==> src/hdl/biquad_lowpass_coef_calc_macros.svh <==
//------------------------------------------------------------------------------
// biquad_lowpass_coef_calc_macros
// Assertion macros shared by the coefficient calculator.
//------------------------------------------------------------------------------
`ifndef BIQUAD_LOWPASS_COEF_CALC_MACROS_SVH
`define BIQUAD_LOWPASS_COEF_CALC_MACROS_SVH

// same-cycle implication
`define BQLP_ASSERT_IMPL(name, clk, rst_n, ante, cons) \
    name: assert property (@(posedge clk) disable iff (!rst_n) (ante) |-> (cons)) \
        else $error("assertion failed");

// next-cycle implication
`define BQLP_ASSERT_NEXT(name, clk, rst_n, ante, cons) \
    name: assert property (@(posedge clk) disable iff (!rst_n) (ante) |=> (cons)) \
        else $error("assertion failed");

`endif

==> src/hdl/bqlp_pkg.sv <==
`timescale 1ns / 1ps
//------------------------------------------------------------------------------
// bqlp_pkg
// Types, constants and Taylor divisor tables for the lowpass coefficient
// calculator.
//------------------------------------------------------------------------------
package bqlp_pkg;

    localparam int          COEF_FRAC_BITS_DEF = 28;
    localparam logic [17:0] FS_RESET  = 18'd48000;
    localparam logic [17:0] FS_MIN    = 18'd8000;
    localparam logic [17:0] FS_MAX    = 18'd192000;
    localparam logic [15:0] FC_MIN    = 16'd20;
    localparam logic [15:0] FC_MAX    = 16'd20000;
    localparam logic [15:0] QC_MIN    = 16'd128;
    localparam logic [15:0] QC_MAX    = 16'd5120;
    localparam logic [31:0] PI_Q30    = 32'd3373259426;
    localparam logic [30:0] ONE_Q30   = 31'h4000_0000;
    localparam logic [3:0]  SIN_LAST  = 4'd4;
    localparam logic [3:0]  COS_FIRST = 4'd5;
    localparam logic [3:0]  COS_LAST  = 4'd10;
    localparam int          DIV_STEPS = 31;

    typedef struct packed {
        logic [14:0] fc;
        logic [12:0] qc;
        logic [17:0] fs;
    } bqlp_req_t;

    typedef struct packed {
        logic [31:0] ph;
        logic [12:0] qc;
    } bqlp_phase_t;

    typedef struct packed {
        logic signed [31:0] cosv;
        logic signed [31:0] sinv;
        logic [12:0]        qc;
    } bqlp_trig_t;

    typedef struct packed {
        logic signed [31:0] b0;
        logic signed [31:0] b1;
        logic signed [31:0] b2;
        logic signed [31:0] a1;
        logic signed [31:0] a2;
    } bqlp_coef_t;

    // sine steps 0..4, cosine steps 5..10
    function automatic logic [7:0] taylor_div(input logic [3:0] idx);
        unique case (idx)
            4'd0:    return 8'd110;
            4'd1:    return 8'd72;
            4'd2:    return 8'd42;
            4'd3:    return 8'd20;
            4'd4:    return 8'd6;
            4'd5:    return 8'd132;
            4'd6:    return 8'd90;
            4'd7:    return 8'd56;
            4'd8:    return 8'd30;
            4'd9:    return 8'd12;
            4'd10:   return 8'd2;
            default: return 8'd2;
        endcase
    endfunction

    // floor(2^32 / divisor)
    function automatic logic [31:0] taylor_rcp(input logic [3:0] idx);
        unique case (idx)
            4'd0:    return 32'(64'h1_0000_0000 / 64'd110);
            4'd1:    return 32'(64'h1_0000_0000 / 64'd72);
            4'd2:    return 32'(64'h1_0000_0000 / 64'd42);
            4'd3:    return 32'(64'h1_0000_0000 / 64'd20);
            4'd4:    return 32'(64'h1_0000_0000 / 64'd6);
            4'd5:    return 32'(64'h1_0000_0000 / 64'd132);
            4'd6:    return 32'(64'h1_0000_0000 / 64'd90);
            4'd7:    return 32'(64'h1_0000_0000 / 64'd56);
            4'd8:    return 32'(64'h1_0000_0000 / 64'd30);
            4'd9:    return 32'(64'h1_0000_0000 / 64'd12);
            4'd10:   return 32'(64'h1_0000_0000 / 64'd2);
            default: return 32'(64'h1_0000_0000 / 64'd2);
        endcase
    endfunction

endpackage

==> src/hdl/bqlp_phase.sv <==
`timescale 1ns / 1ps
//------------------------------------------------------------------------------
// bqlp_phase
// Normalized angle fc/fs in turns, 32 fraction bits, one bit per cycle.
//------------------------------------------------------------------------------
module bqlp_phase
    import bqlp_pkg::*;
(
    input  logic        clk,
    input  logic        rst_n,
    input  logic        in_valid,
    output logic        in_ready,
    input  bqlp_req_t   in_req,
    output logic        out_valid,
    input  logic        out_ready,
    output bqlp_phase_t out_ph
);

    typedef enum logic [1:0] {P_IDLE, P_RUN, P_EMIT} state_t;

    state_t      state_reg;
    logic [4:0]  cnt_reg;
    logic [17:0] rem_reg;
    logic [17:0] fs_reg;
    logic [31:0] quo_reg;
    logic [12:0] qc_reg;
    logic        out_valid_reg;
    bqlp_phase_t out_reg;

    logic [17:0] fc_ext;
    logic [17:0] r1;
    logic [17:0] r0;
    logic [18:0] rem_sh;
    logic        ge;
    logic [17:0] rem_step;

    assign in_ready  = (state_reg == P_IDLE);
    assign out_valid = out_valid_reg;
    assign out_ph    = out_reg;

    always_comb
    begin
        fc_ext   = 18'(in_req.fc);
        r1       = (fc_ext >= in_req.fs) ? fc_ext - in_req.fs : fc_ext;
        r0       = (r1 >= in_req.fs) ? r1 - in_req.fs : r1;
        rem_sh   = {rem_reg, 1'b0};
        ge       = (rem_sh >= {1'b0, fs_reg});
        rem_step = ge ? 18'(rem_sh - {1'b0, fs_reg}) : rem_sh[17:0];
    end

    always_ff @(posedge clk or negedge rst_n)
    begin
        if (!rst_n)
        begin
            state_reg     <= P_IDLE;
            out_valid_reg <= 1'b0;
            cnt_reg       <= 5'd0;
        end
        else
        begin
            if (out_valid_reg && out_ready && state_reg != P_EMIT)
                out_valid_reg <= 1'b0;
            unique case (state_reg)
                P_IDLE:
                begin
                    if (in_valid)
                    begin
                        rem_reg   <= r0;
                        fs_reg    <= in_req.fs;
                        qc_reg    <= in_req.qc;
                        cnt_reg   <= 5'd0;
                        state_reg <= P_RUN;
                    end
                end
                P_RUN:
                begin
                    rem_reg <= rem_step;
                    quo_reg <= {quo_reg[30:0], ge};
                    cnt_reg <= cnt_reg + 5'd1;
                    if (cnt_reg == 5'd31)
                        state_reg <= P_EMIT;
                end
                P_EMIT:
                begin
                    if (!out_valid_reg || out_ready)
                    begin
                        out_reg.ph    <= quo_reg;
                        out_reg.qc    <= qc_reg;
                        out_valid_reg <= 1'b1;
                        state_reg     <= P_IDLE;
                    end
                end
                default: state_reg <= P_IDLE;
            endcase
        end
    end

endmodule

==> config.mk <==
export PLATFORM = sky130hd
export DESIGN_NAME = bqlp_phase
export DESIGN_NICKNAME = d
export VERILOG_FILES = /design/src/hdl/biquad_lowpass_coef_calc_macros.svh /design/src/hdl/bqlp_pkg.sv /design/src/hdl/bqlp_phase.sv
export SDC_FILE = /design/constraint.sdc
export NUM_CORES = 1
export LEC_CHECK = 0
export BUFFER_PORTS_ARGS = -buffer_cell sky130_fd_sc_hd__buf_4
export CAP_MARGIN = 5
export CORE_MARGIN = 2
export CORE_UTILIZATION = 55
export DETAILED_ROUTE_END_ITERATION = 6
export PLACE_DENSITY = 0.77
export SYNTH_ARGS = -nofsm -noshare
export SYNTH_HDL_FRONTEND = slang
export SYNTH_SLANG_ARGS = --single-unit
==> constraint.sdc <==
create_clock -name clk -period 8.5 [get_ports clk]
set_input_delay 0.425 -clock clk [delete_from_list [all_inputs] [get_ports clk]]
set_output_delay 0.425 -clock clk [all_outputs]
set_load 0.02 [all_outputs]
* After elaboration in Yosys (flattened, before gate mapping) *
Cells that the tools add are included.

word-level totals
  register bits = 134
  latch bits = 0
  bits in writable memories = 0
  ROM bits = 0
  bits of input ports = 50
  output and inout bits = 47
  word-level logic and storage cells = 49
  memories kept = 0

operators by class
  add/subtract/negate cells = 4
  multipliers = 0
  divide/modulo/power cells = 0
  order comparisons = 3
  eq/ne operators = 7
  shifts and indexed selects = 0
  multiplexer cells = 14
  bitwise gates (word level) = 0
  reduce and logical (&&, ||, !) cells = 12

operators with widths
  cell                 count
  $mux 18              4
  $pmux 18 s2          1
  $sub 18x18->18       2
  $ge 19x18->1         1
  $ge 15x18->1         1
  $ge 18x18->1         1
  $sub 15x18->18       1
  $reduce_and 3->1     4
  $pmux 5 s2           1
  $ne 2x2->1 const B   4
  $mux 2               3
  $pmux 2 s3           1
  $add 5x1->5 const B  1
  $eq 5x5->1 const B   1
  $mux 5               1
  $reduce_and 2->1     2
  $mux 1               3
  $eq 2x1->1 const B   1
  $eq 2x2->1 const B   1
  $logic_and 1x1->1    2
  $logic_not 2->1      1
  $reduce_bool 2->1    1
  $logic_not 1->1      1
  $logic_or 1x1->1     1

* Depth between registers and ports, before layout *
  word-level depth = 6
  gate-level depth with buffers = 25
  mapped depth without buffers = 23

* Worst setup path after synthesis *
OpenSTA, ideal clock, no wires.

  path kind = register to register
  start = reg state_reg[0]
  end = reg out_reg (netlist bit out_ph[0]), enable pin
  setup time = 575 ps
  arrival = 5313 ps
  data required time = 7925 ps
  slack = 2612 ps
  cell stages (with the launch flop) = 3
  path buffers = 1
  period minus slack after synthesis = 5888 ps
  cell sequence = dfrtp_1 -> clkbuf_1 -> nor4b_1

on the way
  word-level cells in the longest chain between the ends = 2

RTL lines
  element                            RTL line          RTL
  from (decl)                        bqlp_phase.sv:21  state_t state_reg;
  from (signal assigned)             bqlp_phase.sv:55  state_reg <= P_IDLE;
  from (signal assigned)             bqlp_phase.sv:72  state_reg <= P_RUN;
  from (signal assigned)             bqlp_phase.sv:81  state_reg <= P_EMIT;
  $eq 2x2->1                         bqlp_phase.sv:63  unique case (state_reg)
  $reduce_and 3->1 (no source line)  n/a
  to (decl)                          bqlp_phase.sv:28  bqlp_phase_t out_reg;

No other way between the ends.
A chain may end at the register's enable or synchronous reset.

* Worst setup path in the final report *
  start = in in_req[11] in the netlist's numbering
  end = reg rem_reg[4], data pin

on the way
  word-level cells in the longest chain between the ends = 6
  elaborated cells between the ends (all ways) = 8
  those cells by class = add/sub (2); order compare (2); mux (4)

RTL lines
  element                                         RTL line          RTL
  from (decl)                                     bqlp_phase.sv:13  input bqlp_req_t in_req,
  $ge 15x18->1 or $sub 15x18->18 (tied branches)  bqlp_phase.sv:44  r1 = (fc_ext >= in_req.fs) ? fc_ext - in_req.fs : fc_ext;
  $mux 18                                         bqlp_phase.sv:44
  $sub 18x18->18 or $ge 18x18->1 (tied branches)  bqlp_phase.sv:45  r0 = (r1 >= in_req.fs) ? r1 - in_req.fs : r1;
  $mux 18 (*)                                     bqlp_phase.sv:45
  $mux 18 (*)                                     bqlp_phase.sv:66  if (in_valid)
  $pmux 18 s2 (*)                                 bqlp_phase.sv:63
  to (signal assigned)                            bqlp_phase.sv:68  rem_reg <= r0;
  to (signal assigned)                            bqlp_phase.sv:77  rem_reg <= rem_step;
  to (decl)                                       bqlp_phase.sv:23  logic [17:0] rem_reg;

Every way passes the cells marked *; elsewhere a longest branch is shown, timed or not. The select of a mux whose other input is x is not followed.

==> run_results.csv <==
group,metric,value,unit
hold_path,hold_path_class,"in2reg",
sta,timing.setup.tns,0,ns
clock_tree,numCtsBuffers,17,
global_route,grt_pass1_vias,5318,
logic_synthesis,syn_area_per_cell,11.84,um^2
pwr,power.density,291.4,nW/um^2
worst_setup_path,reg2reg_setup_slack,5.08,ns
clock_tree,cts_tree,"yes",
cells_and_area,fin_nets,836,
worst_setup_path,arrival,6.28,ns
worst_setup_path,required,8.67,ns
clock_tree,clock_latency,0.42,ns
worst_setup_path,cp_slowest_cell,"a211oi_4",
worst_setup_path,cp_top_family,"compound AO/OA/AOI/OAI gates",
logic_synthesis,ys.flop_type,"edfxtp_1",
sta,fin_skew,0.01500,ns
placed_design,dp_cells,889,
sta,fin_crit,6.116,ns
worst_setup_path,cp_num_buf_inv,3,
pwr,ir_drop,179.5,uV
logic_synthesis,yosysSeqAreaShare,53.66,%
detailed_routing,vias,5433,
placed_design,portBuffers,96,
clock_tree,cts_setup_buffers,0,
clock_tree,path_clk_slew,0.07,ns
outcome,outcome,"completed",
clock_tree,cts_buffer_depth,2,
floorplanning,floorplan.initialDensity,56.29,%
hold_path,holdPathEnd,"qc_reg[2]",
logic_synthesis,synthArstFlopShare,5.970,%
floorplanning,die_w,120.2,um
sta,max_freq,163.5,MHz
floorplanning,io_pins,97,
worst_setup_path,r2r_start,"rem_reg[7]",
placed_design,finalWeightedCongestion,0.9618,
cells_and_area,largest_reg_flops,45,
hold_path,min_from,"in_req[20]",
logic_synthesis,ys.warnings.count,0,
worst_setup_path,cp_cell_sequence,"buf_4 > inv_1 > ha_1 > and3_1 > nand2_1 > or4_1 > nor2b_1 > a211oi_4 > nand2_1 > o21ai_1 > ha_1 > inv_1 > fa_1 > a211oi_1 > o21ai_0 > a31oi_1 > a31oi_1 > o21a_1 > nor3_1 > o31ai_4 > and2_1 > a221o_1",
pwr,fin_total_pwr,2.605,mW
sta,setup_viol,0,
cells_and_area,synthToLayoutAreaGrowth,20.39,%
worst_setup_path,path_max_fanout,24,
detailed_routing,wl,17.39,mm
cells_and_area,n_antenna_cell,0,
detailed_routing,wl_per_cell,18.86,um
global_route,grt_use_total,24.57,%
floorplanning,rows,42,
cells_and_area,instances_no_fill,922,
sta,whs,0.1870,ns
logic_synthesis,synth_cell_type_count,65,
cells_and_area,final_util,67.77,%
sta,worstMarginPinSlew,1.073,ns
global_route,grt_max_degree,46,
logic_synthesis,synthesis.area,7425,um^2
logic_synthesis,syn-instance-count,627,
logic_synthesis,syn_nets,730,
logic_synthesis,synth-seq-cells,134,
detailed_routing,routed_via_density,5.893,
global_route,antenna_found_initial,0,
worst_setup_path,start_kind,"input port",
sta,drv_slew,0,
clock_tree,cts_sinks,134,
floorplanning,core,13190,um^2
worst_setup_path,cp_num_cells,22,
worst_setup_path,reg2regPathDepth,10,
clock_tree,cts_max_level,4,
cells_and_area,drive_gt1_share,21.58,%
pwr,p_leak,3.555,nW
detailed_routing,ant_nets,0,
sta,rsz0062_at_grt,"false",
sta,maxSlewHeadroom,28.23,%
worst_setup_path,regToRegEndpoint,"rem_reg[14]",
global_route,grt_pass1_wl,27.46,mm
cells_and_area,layout_common_cells,"edfxtp_1 (126), buf_4 (102), ha_1 (50)",
hold_path,hold_depth,1,
clock_tree,clockRootBuffer,"clkbuf_16",
detailed_routing,drc,0,
worst_setup_path,slowest_delay,0.91,ns
cells_and_area,layout_commonest_cell,"edfxtp_1",
global_route,grt_overflow,0,
worst_setup_path,end_kind,"flip-flop",
worst_setup_path,path_class,"in2reg",
floorplanning,die_area,14440,um^2
run,cap_violations,0,
detailed_routing,drt_iter0_drc,587,
logic_synthesis,synth_edf_count,126,
placed_design,dp_hpwl,12.61,mm
sta,hold_viol,0,
detailed_routing,first_pass_iters,5,
floorplanning,fp.dieH,120.2,um
sta,finalCritPeriodShare,71.95,%
==> layout make-up <==
cell class	count	area, um^2
sequential	134	3984
clock inverter	15	177.7
tap	176	220.2
multi-input combinational	430	3179
inverter	47	176.4
clock buffer	17	425.4
timing repair buffer	103	775.7
fill	956	4252
==> synthesized netlist by cell type, drive strengths merged, types with 4 or more instances <==
library cell	number	area [um^2]
dfrtp	8	200.2
mux2	11	123.9
a221o	7	70.07
buf	7	62.56
o211ai	9	67.56
nor2b	12	75.07
ha	50	625.6
a21oi	45	225.2
xnor2	25	219.0
nand2b	6	37.54
nor2	45	171.4
o21a	8	60.06
nand3	12	60.06
a21o	10	75.07
and2	5	31.28
a31oi	8	50.05
xor2	11	96.34
mux2i	10	100.1
clkbuf	9	37.54
edfxtp	126	3784
o31ai	10	102.6
o21bai	9	67.56
nand4	6	37.54
nor3	11	55.05
o21ai	31	170.2
nand2	33	126.4
inv	47	176.4
a22o	4	35.03
a211oi	9	80.08
==> worst register-to-register path, stage by stage (launching register included) <==
cell,delay (ns)
edfxtp_1,0.42
ha_1,0.43
and4_1,0.38
nand2_2,0.08
a211oi_1,0.28
or4b_4,0.21
a311oi_4,0.12
o21ai_4,0.62
mux2i_1,0.31
nor2_1,0.08
a221o_1,0.26
==> report_power, final <==
group	leakage [nW]	switching [mW]	internal, mW
Clock	0.291	0.311	0.421
Combinational	2.00	0.515	0.391
Sequential	1.27	0.0707	0.896
==> metrics by stage <==
stage	setup WS, ns	instance area (um^2)
after detailed placement	2.059	8325
after floorplan	2.612	7425
after CTS	2.490	8939
after global placement	2.311	8325
final	2.384	8939
after global routing	2.061	8939
==> routing by layer <==
layer  up-vias  share of wire (%)  GRT usage [%]
li1       2576                  -              -
met1      2588                 42          31.79
met2       243                 51          42.47
met3        26                5.8          4.057
met4         0                1.7          7.647
met5         -                  0              0
==> cell families after synthesis <==
| kind of cell | after synthesis | synth area share (%) |
|---|---|---|
| simple gates | 151 | 10.11 |
| xor+xnor | 36 | 4.247 |
| flops | 134 | 53.66 |
| buf+inv | 63 | 3.724 |
| compound gates | 169 | 16.01 |
| fa+ha+maj | 53 | 9.235 |
| mux | 21 | 3.017 |
==> worst max-delay path by stage <==
stage,from,to,slack (ns)
after floorplan,state_reg[0],out_ph[0],2.61
after global placement,in_req[10],rem_reg[3],2.31
after detailed placement,in_req[11],rem_reg[4],2.06
after CTS,in_req[12],rem_reg[4],2.49
after global routing,in_req[12],rem_reg[4],2.06
final,in_req[11],rem_reg[4],2.38
==> timing repair <==
| action | CTS | global route |
|---|---|---|
| resized for setup | 0 | 0 |
| hold buffers | 1 | 0 |
| endpoints found under the hold margin | 8 | 0 |
No activity file was read; power rests on OpenSTA's default activity.
