<file path="config.mk">
export PLATFORM = sky130hd
export DESIGN_NAME = bqlp_norm
export DESIGN_NICKNAME = d
export VERILOG_FILES = /design/src/hdl/biquad_lowpass_coef_calc_macros.svh /design/src/hdl/bqlp_pkg.sv /design/src/hdl/bqlp_norm.sv
export SDC_FILE = /design/constraint.sdc
export NUM_CORES = 2
export LEC_CHECK = 0
export BUFFER_PORTS_ARGS = -buffer_cell sky130_fd_sc_hd__buf_2
export CAP_MARGIN = 0
export CORE_ASPECT_RATIO = 0.6
export CORE_MARGIN = 10
export CORE_UTILIZATION = 43
export CTS_BUF_LIST = sky130_fd_sc_hd__clkbuf_16
export DETAILED_ROUTE_END_ITERATION = 8
export PLACE_DENSITY = 0.66
export SYNTH_ARGS = -nofsm -noshare
export SYNTH_HDL_FRONTEND = slang
export SYNTH_SLANG_ARGS = --single-unit
</file>
<file path="constraint.sdc">
create_clock -name clk -period 15 [get_ports clk]
set_input_delay 3 -clock clk [delete_from_list [all_inputs] [get_ports clk]]
set_output_delay 3 -clock clk [all_outputs]
set_load 0.05 [all_outputs]
</file>
<file path="src/hdl/biquad_lowpass_coef_calc_macros.svh">
//------------------------------------------------------------------------------
// biquad_lowpass_coef_calc_macros
// Assertion macros shared by the coefficient calculator.
//------------------------------------------------------------------------------
`ifndef BIQUAD_LOWPASS_COEF_CALC_MACROS_SVH
`define BIQUAD_LOWPASS_COEF_CALC_MACROS_SVH

// same-cycle implication
`define BQLP_ASSERT_IMPL(name, clk, rst_n, ante, cons) \
    name: assert property (@(posedge clk) disable iff (!rst_n) (ante) |-> (cons)) \
        else $error("assertion failed");

// next-cycle implication
`define BQLP_ASSERT_NEXT(name, clk, rst_n, ante, cons) \
    name: assert property (@(posedge clk) disable iff (!rst_n) (ante) |=> (cons)) \
        else $error("assertion failed");

`endif

</file>
<file path="src/hdl/bqlp_pkg.sv">
`timescale 1ns / 1ps
//------------------------------------------------------------------------------
// bqlp_pkg
// Types, constants and Taylor divisor tables for the lowpass coefficient
// calculator.
//------------------------------------------------------------------------------
package bqlp_pkg;

    localparam int          COEF_FRAC_BITS_DEF = 28;
    localparam logic [17:0] FS_RESET  = 18'd48000;
    localparam logic [17:0] FS_MIN    = 18'd8000;
    localparam logic [17:0] FS_MAX    = 18'd192000;
    localparam logic [15:0] FC_MIN    = 16'd20;
    localparam logic [15:0] FC_MAX    = 16'd20000;
    localparam logic [15:0] QC_MIN    = 16'd128;
    localparam logic [15:0] QC_MAX    = 16'd5120;
    localparam logic [31:0] PI_Q30    = 32'd3373259426;
    localparam logic [30:0] ONE_Q30   = 31'h4000_0000;
    localparam logic [3:0]  SIN_LAST  = 4'd4;
    localparam logic [3:0]  COS_FIRST = 4'd5;
    localparam logic [3:0]  COS_LAST  = 4'd10;
    localparam int          DIV_STEPS = 31;

    typedef struct packed {
        logic [14:0] fc;
        logic [12:0] qc;
        logic [17:0] fs;
    } bqlp_req_t;

    typedef struct packed {
        logic [31:0] ph;
        logic [12:0] qc;
    } bqlp_phase_t;

    typedef struct packed {
        logic signed [31:0] cosv;
        logic signed [31:0] sinv;
        logic [12:0]        qc;
    } bqlp_trig_t;

    typedef struct packed {
        logic signed [31:0] b0;
        logic signed [31:0] b1;
        logic signed [31:0] b2;
        logic signed [31:0] a1;
        logic signed [31:0] a2;
    } bqlp_coef_t;

    // sine steps 0..4, cosine steps 5..10
    function automatic logic [7:0] taylor_div(input logic [3:0] idx);
        unique case (idx)
            4'd0:    return 8'd110;
            4'd1:    return 8'd72;
            4'd2:    return 8'd42;
            4'd3:    return 8'd20;
            4'd4:    return 8'd6;
            4'd5:    return 8'd132;
            4'd6:    return 8'd90;
            4'd7:    return 8'd56;
            4'd8:    return 8'd30;
            4'd9:    return 8'd12;
            4'd10:   return 8'd2;
            default: return 8'd2;
        endcase
    endfunction

    // floor(2^32 / divisor)
    function automatic logic [31:0] taylor_rcp(input logic [3:0] idx);
        unique case (idx)
            4'd0:    return 32'(64'h1_0000_0000 / 64'd110);
            4'd1:    return 32'(64'h1_0000_0000 / 64'd72);
            4'd2:    return 32'(64'h1_0000_0000 / 64'd42);
            4'd3:    return 32'(64'h1_0000_0000 / 64'd20);
            4'd4:    return 32'(64'h1_0000_0000 / 64'd6);
            4'd5:    return 32'(64'h1_0000_0000 / 64'd132);
            4'd6:    return 32'(64'h1_0000_0000 / 64'd90);
            4'd7:    return 32'(64'h1_0000_0000 / 64'd56);
            4'd8:    return 32'(64'h1_0000_0000 / 64'd30);
            4'd9:    return 32'(64'h1_0000_0000 / 64'd12);
            4'd10:   return 32'(64'h1_0000_0000 / 64'd2);
            default: return 32'(64'h1_0000_0000 / 64'd2);
        endcase
    endfunction

endpackage

</file>
<file path="src/hdl/bqlp_norm.sv">
`timescale 1ns / 1ps
//------------------------------------------------------------------------------
// bqlp_norm
// alpha = sin*128/Q by serial division, then four parallel serial dividers
// for the numerators over a0 with rounding and saturation.
//------------------------------------------------------------------------------
module bqlp_norm
    import bqlp_pkg::*;
#(
    parameter int COEF_FRAC_BITS = COEF_FRAC_BITS_DEF
)
(
    input  logic       clk,
    input  logic       rst_n,
    input  logic       in_valid,
    output logic       in_ready,
    input  bqlp_trig_t in_trig,
    output logic       out_valid,
    input  logic       out_ready,
    output bqlp_coef_t out_coef
);

    localparam int NW    = 32 + COEF_FRAC_BITS;
    localparam int LANES = 4;

    typedef enum logic [2:0] {N_IDLE, N_ALPHA, N_SETUP, N_DIV, N_OUT} state_t;

    state_t             state_reg;
    logic [4:0]         cnt_reg;
    logic signed [31:0] cos_reg;
    logic [12:0]        qc_reg;
    logic               aneg_reg;
    logic [12:0]        arem_reg;
    logic [30:0]        abits_reg;
    logic [30:0]        aq_reg;
    logic [31:0]        den_reg;
    logic               neg_reg  [LANES];
    logic               sat_reg  [LANES];
    logic               zero_reg [LANES];
    logic [31:0]        rem_reg  [LANES];
    logic [30:0]        lo_reg   [LANES];
    logic [30:0]        q_reg    [LANES];
    logic               out_valid_reg;
    bqlp_coef_t         out_reg;

    logic [30:0]        amag;
    logic [13:0]        ash;
    logic               age;
    logic signed [32:0] cos_s;
    logic signed [32:0] alpha_s;
    logic signed [32:0] a0_s;
    logic [31:0]        den;
    logic signed [32:0] num_s [LANES];
    logic               lneg  [LANES];
    logic [31:0]        lmag  [LANES];
    logic [NW-1:0]      lnum  [LANES];
    logic               lbig  [LANES];
    logic [32:0]        rsh   [LANES];
    logic               rge   [LANES];
    logic [31:0]        coef  [LANES];

    assign in_ready  = (state_reg == N_IDLE);
    assign out_valid = out_valid_reg;
    assign out_coef  = out_reg;

    always_comb
    begin
        amag    = in_trig.sinv[31] ? 31'(-in_trig.sinv) : in_trig.sinv[30:0];
        ash     = {arem_reg, abits_reg[30]};
        age     = (ash >= {1'b0, qc_reg});
        cos_s   = {cos_reg[31], cos_reg};
        alpha_s = aneg_reg ? -$signed({2'b00, aq_reg}) : $signed({2'b00, aq_reg});
        a0_s    = 33'sh4000_0000 + alpha_s;
        den     = a0_s[31:0];
        num_s[1] = 33'sh4000_0000 - cos_s;
        num_s[0] = num_s[1] >>> 1;
        num_s[2] = -(cos_s <<< 1);
        num_s[3] = 33'sh4000_0000 - alpha_s;
        for (int i = 0; i < LANES; i++)
        begin
            lneg[i] = num_s[i][32];
            lmag[i] = lneg[i] ? 32'(-num_s[i]) : num_s[i][31:0];
            lnum[i] = (NW'(lmag[i]) << COEF_FRAC_BITS) + NW'(den >> 1);
            lbig[i] = (64'(lnum[i]) >= (64'(den) << 31));
            rsh[i]  = {rem_reg[i], lo_reg[i][30]};
            rge[i]  = (rsh[i] >= {1'b0, den_reg});
            priority if (zero_reg[i])
                coef[i] = 32'd0;
            else if (sat_reg[i])
                coef[i] = neg_reg[i] ? 32'h8000_0000 : 32'h7FFF_FFFF;
            else if (neg_reg[i])
                coef[i] = 32'(-{1'b0, q_reg[i]});
            else
                coef[i] = {1'b0, q_reg[i]};
        end
    end

    always_ff @(posedge clk or negedge rst_n)
    begin
        if (!rst_n)
        begin
            state_reg     <= N_IDLE;
            out_valid_reg <= 1'b0;
            cnt_reg       <= 5'd0;
        end
        else
        begin
            if (out_valid_reg && out_ready && state_reg != N_OUT)
                out_valid_reg <= 1'b0;
            unique case (state_reg)
                N_IDLE:
                begin
                    if (in_valid)
                    begin
                        cos_reg   <= in_trig.cosv;
                        qc_reg    <= in_trig.qc;
                        aneg_reg  <= in_trig.sinv[31];
                        arem_reg  <= 13'(amag[30:24]);
                        abits_reg <= {amag[23:0], 7'd0};
                        cnt_reg   <= 5'd0;
                        state_reg <= N_ALPHA;
                    end
                end
                N_ALPHA:
                begin
                    arem_reg  <= age ? 13'(ash - {1'b0, qc_reg}) : ash[12:0];
                    abits_reg <= {abits_reg[29:0], 1'b0};
                    aq_reg    <= {aq_reg[29:0], age};
                    cnt_reg   <= cnt_reg + 5'd1;
                    if (cnt_reg == 5'(DIV_STEPS - 1))
                        state_reg <= N_SETUP;
                end
                N_SETUP:
                begin
                    den_reg <= den;
                    for (int i = 0; i < LANES; i++)
                    begin
                        neg_reg[i]  <= lneg[i];
                        zero_reg[i] <= (den == 32'd0) && (lmag[i] == 32'd0);
                        sat_reg[i]  <= (den == 32'd0) ? (lmag[i] != 32'd0) : lbig[i];
                        rem_reg[i]  <= 32'(lnum[i] >> 31);
                        lo_reg[i]   <= lnum[i][30:0];
                    end
                    cnt_reg   <= 5'd0;
                    state_reg <= N_DIV;
                end
                N_DIV:
                begin
                    for (int i = 0; i < LANES; i++)
                    begin
                        rem_reg[i] <= rge[i] ? 32'(rsh[i] - {1'b0, den_reg}) : rsh[i][31:0];
                        lo_reg[i]  <= {lo_reg[i][29:0], 1'b0};
                        q_reg[i]   <= {q_reg[i][29:0], rge[i]};
                    end
                    cnt_reg <= cnt_reg + 5'd1;
                    if (cnt_reg == 5'(DIV_STEPS - 1))
                        state_reg <= N_OUT;
                end
                N_OUT:
                begin
                    if (!out_valid_reg || out_ready)
                    begin
                        out_reg.b0    <= coef[0];
                        out_reg.b1    <= coef[1];
                        out_reg.b2    <= coef[0];
                        out_reg.a1    <= coef[2];
                        out_reg.a2    <= coef[3];
                        out_valid_reg <= 1'b1;
                        state_reg     <= N_IDLE;
                    end
                end
                default: state_reg <= N_IDLE;
            endcase
        end
    end

endmodule

</file>
Word level (Yosys, flattened, before mapping)
Memories as Yosys holds them, arrays and structs flattened.
Cells that the tools add are included.
{ "word_totals": {"out_inout_bits": 162, "in_bits": 81, "mem_bits_ro": 0, "latchBits": 0, "reg_bits": 290, "n_memories": 6, "ramBits": 388, "wordCells": 154} }
{ "classes": {"n_mux": 53, "mul": 0, "n_lt_le_gt_ge": 9, "n_eq_ne": 10, "reduce_logical": 30, "n_shift": 0, "n_bitwise": 8, "addsub": 24, "div": 0} }
{ "mem_list": {"columns": ["name", "depth", "width", "read_ports", "rd_ports_with_merged_regs", "write_ports", "line", "source"], "rows": [
  ["rem_reg", 4, 32, 4, 0, 4, "bqlp_norm.sv:40", "logic [31:0] rem_reg [LANES];"],
  ["lo_reg", 4, 31, 4, 0, 4, "bqlp_norm.sv:41", "logic [30:0] lo_reg [LANES];"],
  ["q_reg", 4, 31, 4, 0, 4, "bqlp_norm.sv:42", "logic [30:0] q_reg [LANES];"],
  ["neg_reg", 4, 1, 4, 0, 4, "bqlp_norm.sv:37", "logic neg_reg [LANES];"],
  ["sat_reg", 4, 1, 4, 0, 4, "bqlp_norm.sv:38", "logic sat_reg [LANES];"],
  ["zero_reg", 4, 1, 4, 0, 4, "bqlp_norm.sv:39", "logic zero_reg [LANES];"]
]} }
{ "op_table": {"columns": ["cell", "count"], "rows": [
  ["two-way mux 32 bit", 24],
  ["greater-or-equal comparator 60 x 63 -> 1 bit", 4],
  ["adder 60 x 31 -> 60 bit", 4],
  ["two-way mux 31 bit", 6],
  ["logical NOT 32 bit", 5],
  ["greater-or-equal comparator 33 x 32 -> 1 bit", 4],
  ["negation 31 -> 32 bit", 4],
  ["negation 32 bit", 4],
  ["nonzero test 32 bit", 4],
  ["subtractor 32 bit", 4],
  ["case mux 31 bit (2 select lines)", 1],
  ["two-way mux 33 bit", 1],
  ["negation 31 -> 33 bit", 1],
  ["negation 33 bit", 1],
  ["subtractor 32 x 32 -> 33 bit (first input constant)", 1],
  ["subtractor 32 x 33 -> 33 bit (first input constant)", 1],
  ["adder 32 bit (first input constant)", 1],
  ["negation 31 bit", 1],
  ["two-way mux 13 bit", 2],
  ["case mux 13 bit (2 select lines)", 1],
  ["case mux 3 bit (5 select lines)", 1],
  ["case mux 5 bit (3 select lines)", 1],
  ["greater-or-equal comparator 14 x 13 -> 1 bit", 1],
  ["subtractor 13 bit", 1],
  ["21 further kinds", 56]
]} }

Longest topological paths before layout
{ "logic_depth": {"word_depth": 8, "depth_mapped": 42, "ltp_nobuf": 37} }

Worst setup path before layout
Ideal clock, no wire load.
{ "synth_path": {"path_kind": "in2reg", "from": "input port rst_n", "to": "memory lo_reg[0][19] (data pin)", "setup_ns": 0.192, "path_stages": 4, "required_ns": 14.808, "arrival_time_ns": 12.273, "slack_ns": 2.535, "path_cell_list": "nand2_1 nor2_1 o21ai_0 a21oi_1"} }
{ "synth_rtl": {"columns": ["element", "line", "source"], "rows": [
  ["from (decl)", "bqlp_norm.sv:14", "input logic rst_n,"],
  ["to (decl)", "bqlp_norm.sv:41", null]
]} }

==> flow_summary.ini <==
[finish]
final_cells = 6857
syn2layout_area_growth_pct = 9.74
drive_gt1_frac = 0.105
diodes = 0
fillCellCount = 10428
nets = 5691
post-route-util = 0.476

[critical_path]
required_ps = 15410
cp_slowest_cell = edfxtp_1
critPathMostFrequentCell = a21oi_1
path_buf_inv = 4
crit_family = compound AO/OA/AOI/OAI gates
crit_path_start_kind = flop
endpoint_kind = flop
crit_type = reg2reg
critical_path.max_stage_delay_ps = 770
crit_arrival_ps = 9850
cp_max_fo = 42

[floorplanning]
num_io_pins = 243
start_util = 0.434
die_height_um = 278
dieWidth_um = 449
row_count = 94
die-area_um2 = 125000
core_um2 = 110000

[synth]
synth.top_cells.by_area = edfxtp_1 (38%), ha_1 (7.4%), xnor2_1 (5.5%), nor2_1 (5.5%), a21oi_1 (3.7%)
netlist_top_cells_count = nor2_1 (694), edfxtp_1 (604), nand2_1 (376), a21oi_1 (352), xnor2_1 (301)
yosysTopAreaCellShare = 0.381
synth_edf_count = 604
synth-seq-cells = 614
ys.warnings.count = 0
synth-main-ff-cell = edfxtp_1
synth.distinct_cells = 117
async_flop_share = 0.0147
synth_top_area_cell = edfxtp_1
syn_nets = 5561
synth_cells = 5188
synth.most_common_cell = nor2_1
synth.avg_cell_area_um2 = 9.17
syn_area_um2 = 47600
ys_seq_area_frac = 0.386

[clock_tree]
cts_buffers = 69
cts_hold_buf = 0
cts_num_sinks = 614
cts_tree = done
cts_resized = 0
clk_path_buf_depth = 3
clock_latency_ps = 670
postCtsSetupRepairBufs = 0
clk_pin_slew_ps = 70
cts_max_level = 3
root_buffer = clkbuf_16

[timing]
final.period_utilization = 0.629
worstMarginPinSlew_ps = 1310
setup_ws_ps = 5570
setup_viol = 0
rsz0062_at_grt = false
post-route-min-period_ps = 9430
fmax_ghz = 0.106
finClkSkew_ps = 36.5
slew_headroom = 0.121
slew_violations = 0
tns_ps = 0
holdWs_ps = 477
hold_viol_final = 0

[flow_run]
cap_violations = 0

[power_and_ir_drop]
switching_share = 0.408
ir_worst_vdd_mv = 0.111
p_switching_uw = 2890
power.density_nw_per_um2 = 136
p_leak_uw = 0.0195
power_frac_seq = 0.356
internal-power_uw = 4190
p_comb_frac = 0.416
clockPowerShare = 0.229

[routing]
dr_total_vias = 41580
routed_wl_um = 164000
drt_first_pass_iters = 8
vias_per_cell = 6.06
postRouteAntennaNets = 0
drt_iter0_drc = 5302
post_drt_wl_per_cell_um = 23.9
drc = 0

[global_route]
grt_antenna_before_repair = 7
grt_remaining_overflow = 0
grtUsageTotal = 0.251
grt_first_pass_wirelength_um = 244000
grt_max_degree = 116
first_global_vias = 37457

[outcome]
status = finished, final reports clean

[placed_design]
dp_hpwl_um = 123000
place_congestion = 1.01
place_ws_ps = 5800
placed_cells = 6735
io_buffers = 242

[hold_path]
worstHoldPathType = reg2reg
## cell usage in the layout, fill, tap and decap left out, drive strengths merged, types with 177 or more instances in the layout
cell type / count
inv: 211
nor3: 177
xnor2: 304
ha: 283
a21oi: 352
edfxtp: 604
nor2: 695
nand2: 377
buf: 317
o21ai: 291
## layout make-up
| cell class | instances | area (um^2) | area share |
|---|---|---|---|
| inverters | 194 | 739 | 0.0142 |
| well taps | 1488 | 1860 | 0.0357 |
| repair buffers | 317 | 1770 | 0.0340 |
| clock inverters | 52 | 307 | 0.00587 |
| clock buffers | 70 | 1750 | 0.0336 |
| flip-flops and latches | 614 | 18400 | 0.352 |
| multi-input cells | 4122 | 27400 | 0.525 |
## kinds of logic after synthesis
family / Yosys count / synth area share
adders and majority gates: 292 / 0.0782
and+or+nand+nor: 1967 / 0.209
DFF: 614 / 0.386
other: 1 / 0.0000788
xor gates and xnor gates: 471 / 0.0881
muxes: 75 / 0.0160
buffers and inverters: 452 / 0.0398
AOI/OAI and AO/OA: 1316 / 0.182
## stage by stage
| stage | cell area (um^2) | power [uW] |
|---|---|---|
| 2_1_floorplan | 47600 | 4490 |
| 3_3_place_gp | 50100 | 5360 |
| 3_5_place_dp | 50100 | 5380 |
| 4_1_cts | 52200 | 7020 |
| 5_1_grt | 52200 | 7470 |
| 6_report | 52200 | 7090 |
## per-layer routing
layer,wire length (um),track usage,part of all wire
met2,59000,0.309,0.36
met4,3140,0.0499,0.019
met3,22700,0.102,0.14
met1,78800,0.395,0.48
met5,75,0,0.00046
## power groups by stage
stage,sequential (uW),clock (uW),combinational (uW)
3_3_place_gp,2540,0,2820
3_5_place_dp,2550,0,2830
6_report,2520,1620,2940
4_1_cts,2520,1660,2850
5_1_grt,2560,1720,3190
2_1_floorplan,2510,0,1990
## final timing paths
check                                        from                     end  slack, ps  cells past startpoint
min                        q_reg[2][14]$_DFFE_PP_  q_reg[2][15]$_DFFE_PP_        480                      0
max                           aq_reg[0]$_DFFE_PP_    sat_reg[3]$_DFFE_PP_       5570                     36
max in group asynchronous                   rst_n     out_valid$_DFF_PN0_      12500                      1
min in group asynchronous                   rst_n  cnt_reg[1]$_DFFE_PN0P_       2240                      1
min reg2reg                q_reg[2][14]$_DFFE_PP_  q_reg[2][15]$_DFFE_PP_        480                      0
max reg2reg                   aq_reg[0]$_DFFE_PP_    sat_reg[3]$_DFFE_PP_       5570                     36
Power figures use the tool's default switching activity.
